## src/hw/rtl/grid_table_interpolator_2d_top_defines.svh

```systemverilog
// assertion macros for the grid table interpolator
`ifndef GRID_TABLE_INTERPOLATOR_2D_TOP_DEFINES_SVH
`define GRID_TABLE_INTERPOLATOR_2D_TOP_DEFINES_SVH

// same-cycle implication, checked outside reset
`define GTI_ASSERT_IMPL(label, ante, cons, msg) \
    label: assert property (@(posedge clk) disable iff (!rst_n) (ante) |-> (cons)) \
        else $error(msg);

// next-cycle implication, checked outside reset
`define GTI_ASSERT_NEXT(label, ante, cons, msg) \
    label: assert property (@(posedge clk) disable iff (!rst_n) (ante) |=> (cons)) \
        else $error(msg);

`endif

```

## src/hw/rtl/gti_pkg.sv

```systemverilog
// shared types and constants of the grid table interpolator
package gti_pkg;

    localparam int VAL_W  = 32;
    localparam int ACC_W  = 48;
    localparam int T_W    = 22;
    localparam int PROD_W = ACC_W + T_W;

    localparam logic [1:0] MODE_NEAREST   = 2'd0;
    localparam logic [1:0] MODE_BILINEAR  = 2'd1;
    localparam logic [1:0] MODE_BICUBIC   = 2'd2;
    localparam logic [1:0] MODE_CUBIC_ALT = 2'd3;

    localparam logic KIND_WRITE = 1'b0;
    localparam logic KIND_QUERY = 1'b1;

    localparam logic [2:0] REG_MODE     = 3'd0;
    localparam logic [2:0] REG_X_ORIGIN = 3'd1;
    localparam logic [2:0] REG_Y_ORIGIN = 3'd2;
    localparam logic [2:0] REG_X_SCALE  = 3'd3;
    localparam logic [2:0] REG_Y_SCALE  = 3'd4;
    localparam logic [2:0] REG_ROWS     = 3'd5;
    localparam logic [2:0] REG_COLS     = 3'd6;

    localparam logic signed [T_W-1:0] T_MAX = T_W'(524288);
    localparam logic signed [PROD_W-1:0] ROUND_Q16 = PROD_W'(32768);
    localparam logic signed [ACC_W-1:0] SAT_HI = {{(ACC_W-32){1'b0}}, 32'h7fff_ffff};
    localparam logic signed [ACC_W-1:0] SAT_LO = {{(ACC_W-32){1'b1}}, 32'h8000_0000};

    typedef enum logic [4:0] {
        DP_NOP,
        DP_WRITE,
        DP_LOAD,
        DP_MX_LO,
        DP_MX_HI,
        DP_MY_LO,
        DP_MY_HI,
        DP_MY_ADD,
        DP_INDEX,
        DP_READ,
        DP_BL_A,
        DP_BL_B,
        DP_BL_C,
        DP_CR_INIT,
        DP_MUL,
        DP_ACC,
        DP_CR_ROW,
        DP_FIN
    } dp_op_t;

    typedef enum logic [3:0] {
        ST_IDLE,
        ST_MX_LO,
        ST_MX_HI,
        ST_MY_LO,
        ST_MY_HI,
        ST_MY_ADD,
        ST_INDEX,
        ST_READ,
        ST_BL_A,
        ST_BL_B,
        ST_BL_C,
        ST_CR_INIT,
        ST_MUL,
        ST_ACC,
        ST_CR_ROW,
        ST_FIN
    } state_t;

    typedef struct packed {
        dp_op_t     op;
        logic [3:0] rd_idx;
        logic       t_fy;
        logic       src_row;
    } cmd_t;

    typedef struct packed {
        logic out_full;
    } stat_t;

    typedef struct packed {
        logic [1:0]  mode;
        logic [31:0] x_origin;
        logic [31:0] y_origin;
        logic [31:0] x_scale;
        logic [31:0] y_scale;
        logic [6:0]  rows_used;
        logic [6:0]  cols_used;
    } cfg_t;

endpackage

```

## src/hw/rtl/gti_ctrl.sv

```systemverilog
// sequencer for table writes and interpolation queries
module gti_ctrl
    import gti_pkg::*;
(
    input  logic       clk,
    input  logic       rst_n,
    input  logic       in_valid,
    input  logic       kind,
    input  logic       out_ready,
    input  logic [1:0] mode,
    input  stat_t      stat,
    output logic       in_ready,
    output cmd_t       cmd
);

    state_t     state_reg, state_next;
    logic [3:0] rd_cnt_reg, rd_cnt_next;
    logic [1:0] step_reg, step_next;
    logic [2:0] part_reg, part_next;
    logic       is_near;
    logic       is_bil;
    logic       rd_last;

    assign is_near = (mode == MODE_NEAREST);
    assign is_bil  = (mode == MODE_BILINEAR);

    always_comb
    begin
        if (is_near)
        begin
            rd_last = (rd_cnt_reg == 4'd0);
        end
        else if (is_bil)
        begin
            rd_last = (rd_cnt_reg == 4'd3);
        end
        else
        begin
            rd_last = (rd_cnt_reg == 4'd15);
        end
    end

    always_ff @(posedge clk or negedge rst_n)
    begin
        if (!rst_n)
        begin
            state_reg  <= ST_IDLE;
            rd_cnt_reg <= '0;
            step_reg   <= '0;
            part_reg   <= '0;
        end
        else
        begin
            state_reg  <= state_next;
            rd_cnt_reg <= rd_cnt_next;
            step_reg   <= step_next;
            part_reg   <= part_next;
        end
    end

    always_comb
    begin
        state_next   = state_reg;
        rd_cnt_next  = rd_cnt_reg;
        step_next    = step_reg;
        part_next    = part_reg;
        in_ready     = 1'b0;
        cmd.op       = DP_NOP;
        cmd.rd_idx   = rd_cnt_reg;
        cmd.t_fy     = is_bil ? (part_reg == 3'd2) : (part_reg == 3'd4);
        cmd.src_row  = (part_reg == 3'd4);
        case (state_reg)
            ST_IDLE:
            begin
                in_ready = 1'b1;
                if (in_valid)
                begin
                    if (kind == KIND_QUERY)
                    begin
                        cmd.op     = DP_LOAD;
                        state_next = ST_MX_LO;
                    end
                    else
                    begin
                        cmd.op = DP_WRITE;
                    end
                end
            end
            ST_MX_LO:
            begin
                cmd.op     = DP_MX_LO;
                state_next = ST_MX_HI;
            end
            ST_MX_HI:
            begin
                cmd.op     = DP_MX_HI;
                state_next = ST_MY_LO;
            end
            ST_MY_LO:
            begin
                cmd.op     = DP_MY_LO;
                state_next = ST_MY_HI;
            end
            ST_MY_HI:
            begin
                cmd.op     = DP_MY_HI;
                state_next = ST_MY_ADD;
            end
            ST_MY_ADD:
            begin
                cmd.op     = DP_MY_ADD;
                state_next = ST_INDEX;
            end
            ST_INDEX:
            begin
                cmd.op      = DP_INDEX;
                rd_cnt_next = '0;
                step_next   = '0;
                part_next   = '0;
                state_next  = ST_READ;
            end
            ST_READ:
            begin
                cmd.op = DP_READ;
                if (rd_last)
                begin
                    rd_cnt_next = '0;
                    if (is_near)
                    begin
                        state_next = ST_FIN;
                    end
                    else if (is_bil)
                    begin
                        state_next = ST_BL_A;
                    end
                    else
                    begin
                        state_next = ST_CR_INIT;
                    end
                end
                else
                begin
                    rd_cnt_next = rd_cnt_reg + 4'd1;
                end
            end
            ST_BL_A:
            begin
                cmd.op     = DP_BL_A;
                state_next = ST_MUL;
            end
            ST_BL_B:
            begin
                cmd.op     = DP_BL_B;
                state_next = ST_MUL;
            end
            ST_BL_C:
            begin
                cmd.op     = DP_BL_C;
                state_next = ST_MUL;
            end
            ST_CR_INIT:
            begin
                cmd.op     = DP_CR_INIT;
                state_next = ST_MUL;
            end
            ST_MUL:
            begin
                cmd.op     = DP_MUL;
                state_next = ST_ACC;
            end
            ST_ACC:
            begin
                cmd.op = DP_ACC;
                if (is_bil)
                begin
                    part_next = part_reg + 3'd1;
                    case (part_reg)
                        3'd0:    state_next = ST_BL_B;
                        3'd1:    state_next = ST_BL_C;
                        default: state_next = ST_FIN;
                    endcase
                end
                else if (step_reg != 2'd2)
                begin
                    step_next  = step_reg + 2'd1;
                    state_next = ST_MUL;
                end
                else
                begin
                    step_next  = '0;
                    state_next = (part_reg == 3'd4) ? ST_FIN : ST_CR_ROW;
                end
            end
            ST_CR_ROW:
            begin
                cmd.op     = DP_CR_ROW;
                part_next  = part_reg + 3'd1;
                state_next = ST_CR_INIT;
            end
            ST_FIN:
            begin
                if (!stat.out_full || out_ready)
                begin
                    cmd.op     = DP_FIN;
                    state_next = ST_IDLE;
                end
            end
            default:
            begin
                state_next = ST_IDLE;
            end
        endcase
    end

endmodule

```

## config.mk

```make
export PLATFORM = sky130hd
export DESIGN_NAME = gti_ctrl
export DESIGN_NICKNAME = d
export VERILOG_FILES = /design/src/hw/rtl/grid_table_interpolator_2d_top_defines.svh /design/src/hw/rtl/gti_pkg.sv /design/src/hw/rtl/gti_ctrl.sv
export SDC_FILE = /design/constraint.sdc
export NUM_CORES = 1
export LEC_CHECK = 0
export BUFFER_PORTS_ARGS = -buffer_cell sky130_fd_sc_hd__buf_2
export CAP_MARGIN = 20
export CORE_MARGIN = 2
export CORE_UTILIZATION = 48
export CTS_CLUSTER_DIAMETER = 150
export DETAILED_ROUTE_END_ITERATION = 12
export HOLD_SLACK_MARGIN = 0.15
export PLACE_DENSITY_LB_ADDON = 0.15
export SLEW_MARGIN = 30
export SYNTH_ARGS = -nofsm -noshare
export SYNTH_HDL_FRONTEND = slang
export SYNTH_SLANG_ARGS = --single-unit
```

## constraint.sdc

```tcl
create_clock -name clk -period 1.2 [get_ports clk]
set_input_delay 0.06 -clock clk [delete_from_list [all_inputs] [get_ports clk]]
set_output_delay 0.06 -clock clk [all_outputs]
set_load 0.02 [all_outputs]
```

==> flow_summary.toml <==
[floorplan]
coreArea_mm2 = 0.00196
floorplan.die_area_mm2 = 0.00246
initial_core_util = 0.508
row_count = 16
die-height_um = 49.6
fp.dieW_um = 49.6
ioPinCount = 20

[power_and_ir_drop]
peakVddDrop_mv = 1.91
p_total_mw = 4.56
seq_power_share = 0.170
power_per_cell_area_mw_per_mm2 = 2690
netSwitchingFraction = 0.472
comb_power_share = 0.768
internal_power_mw = 2.41
p_leak_nw = 0.766
power.share.clock = 0.063
switchingPower_mw = 2.15

[yosys]
yosysTopAreaCellShare = 0.327
synth_top_area_cell = "dfrtp_1"
synth.yosys.warnings = 0
net_count_of_the_mapped_netlist = 138
synth_seq_area_share = 0.327
synth_top_cells_by_area = "dfrtp_1 (33%), ha_1 (7.5%), nand2_1 (6.4%)"
yosysUniqueCellTypes = 40
area_of_the_mapped_netlist_um2 = 996
synth-seq-cells = 13
postSynthCellCount = 124
syn_area_per_cell_um2 = 8.03

[grt]
antenna_violations_before_repair = 0
grt.total_usage = 0.261
grt_pass1_vias = 1117
overflow = 0
grt_max_degree = 14
grt_pass1_wl_um = 4950

[clock_network]
cts_max_level = 1
cts-root-to-sink-buffers = 2
tritoncts.num_buffers = 3
path_clk_slew_ns = 0.08
clock_latency_ns = 0.29
clk_root_buffer_cell = "clkbuf_4"
cts_tree = "done"
tritoncts_num_sinks = 13

[detailed_routing]
detailedRoute.firstIterationViolations = 62
vias = 1312
postRouteWirelength_um = 4030
drt-wirelength-per-cell_um = 19.1
detail_route.first_pass.iterations = 6
vias_per_cell = 6.22
drc = 0
antenna_violating_nets_left = 0

[critical_path]
cp-start-kind = "register"
critical_path.endpoint_type = "output port"
worst_ep_arrival_time_ns = 1.55
criticalPathCategory = "reg -> out"
path_max_fanout = 5
worst_ep_required_time_ns = 1.14
r2r.worst_path.cells = 5

[finish]
mostFrequentLayoutCells = "buf_4 (30), buf_6 (17), nand2_1 (14)"
drive_gt1_frac = 0.522
design.final.nets = 199
flow.area_growth_from_synthesis_pct = 70.4
diode_count = 0
final_common_cell = "buf_4"

[hold_path]
hold_class = "in -> reg"
holdPathStages = 5

[sta]
setup_viol = 21
fin_worst_hold_slack_ns = 0.180
slew_headroom = 0.774
timing.final.hold_violations = 0
fmaxAchievable_mhz = 621
layout_worst_path_cycle_share = 1.34
number_of_max_slew_violations_in_the_final_report = 0
grt_setup_unrepaired = "yes"
clock-skew-final_ns = 0.00890
tightestPinTransition_ns = 0.335
final.min_clock_period_ns = 1.61
layout_setup_ws_ns = -0.410
setup_total_negative_slack_ns = -4.34

[status]
violations = "negative setup slack"
run_status = "finished with violations"

[place]
dpl.hpwl_um = 1960
pre_cts_slack_ns = -0.115
place.port_buffers = 19
place_congestion = 0.848

[flow_run]
cap_viol_max_count = 0
## final cells by class
class	instances	area [µm²]
multi-input combinational	97	778
inverter	9	36.3
sequential	13	329
tap	27	33.8
fill	109	265
clock buffer	3	22.5
timing repair buffer	61	492
clock inverter	1	5.00
## repair_timing
item / CTS / global route
setup buffers: 8 / 8
endpoints found under the hold margin: 14 / 0
hold buffers: 1 / 0
gates resized for setup: 31 / 21
endpoints found under the setup margin: 20 / 21
pin swaps: 8 / 10
gates cloned: 0 / 0
## routing by layer
metal,track usage,share of wire
met2,0.464,0.49
met3,0.0606,0.086
met5,0,0
met1,0.314,0.35
met4,0.0648,0.071
## Yosys cell counts (all sizes together)
master,count
a2111oi,1
a211oi,1
a21boi,1
a21o,1
a21oi,6
a22o,1
a31oi,1
a41oi,1
and2,2
and2b,1
and3,1
buf,1
clkbuf,4
dfrtp,13
ha,6
inv,9
mux2,1
mux2i,1
nand2,17
nand2b,6
nand3,8
nand3b,1
nand4,2
nand4b,1
nand4bb,1
nor2,8
nor2b,3
nor3,1
nor4,1
nor4b,2
o2111a,1
o2111ai,1
o211ai,1
o21ai,11
o221ai,3
o22a,1
o22ai,2
xor2,1
## metrics by stage
stage / instances / instance area [µm²] / util
detailed placement: 190 / 1340 / 0.684
global route: 211 / 1700 / 0.865
floorplan: 124 / 1050 / -
global placement: 190 / 1340 / 0.684
CTS: 203 / 1540 / 0.786
finish: 211 / 1700 / 0.865
## worst paths after layout
path,end,start,slack [ns]
min in group asynchronous,part_reg[2],rst_n,0.22
worst max-delay path,cmd[6],state_reg[1],-0.41
worst min register to register,step_reg[1],step_reg[0],0.56
max in group asynchronous,rd_cnt_reg[2],rst_n,0.72
worst min-delay path,state_reg[0],in_valid,0.18
worst max register to register,step_reg[0],state_reg[1],-0.27
## critical path: stages (launching register included)
cell and delay (ns):
dfrtp_1 0.40, buf_6 0.14, buf_4 0.11, nand2_1 0.06, o21ai_0 0.30, a21oi_2 0.11
buf_6 0.14
## cells by family after synthesis
logic type,after synthesis,synth area share
adder cells (fa/ha/maj),6,0.0754
buffers and inverters,14,0.0540
multiplexers,2,0.0214
AND/OR/NAND/NOR,55,0.291
flip-flops,13,0.327
XOR/XNOR,1,0.00880
AO/OA/AOI/OAI,33,0.222
## power by group through the flow
| stage | clock [mW] | combinational, mW | sequential (mW) |
|---|---|---|---|
| 2_1_floorplan | 0 | 1.36 | 0.826 |
| 5_1_grt | 0.307 | 3.66 | 0.793 |
| 3_5_place_dp | 0 | 2.24 | 0.792 |
| 6_report | 0.285 | 3.50 | 0.775 |
| 3_3_place_gp | 0 | 2.20 | 0.783 |
| 4_1_cts | 0.285 | 2.77 | 0.744 |
Note: power is estimated with default switching activity, not from simulation.
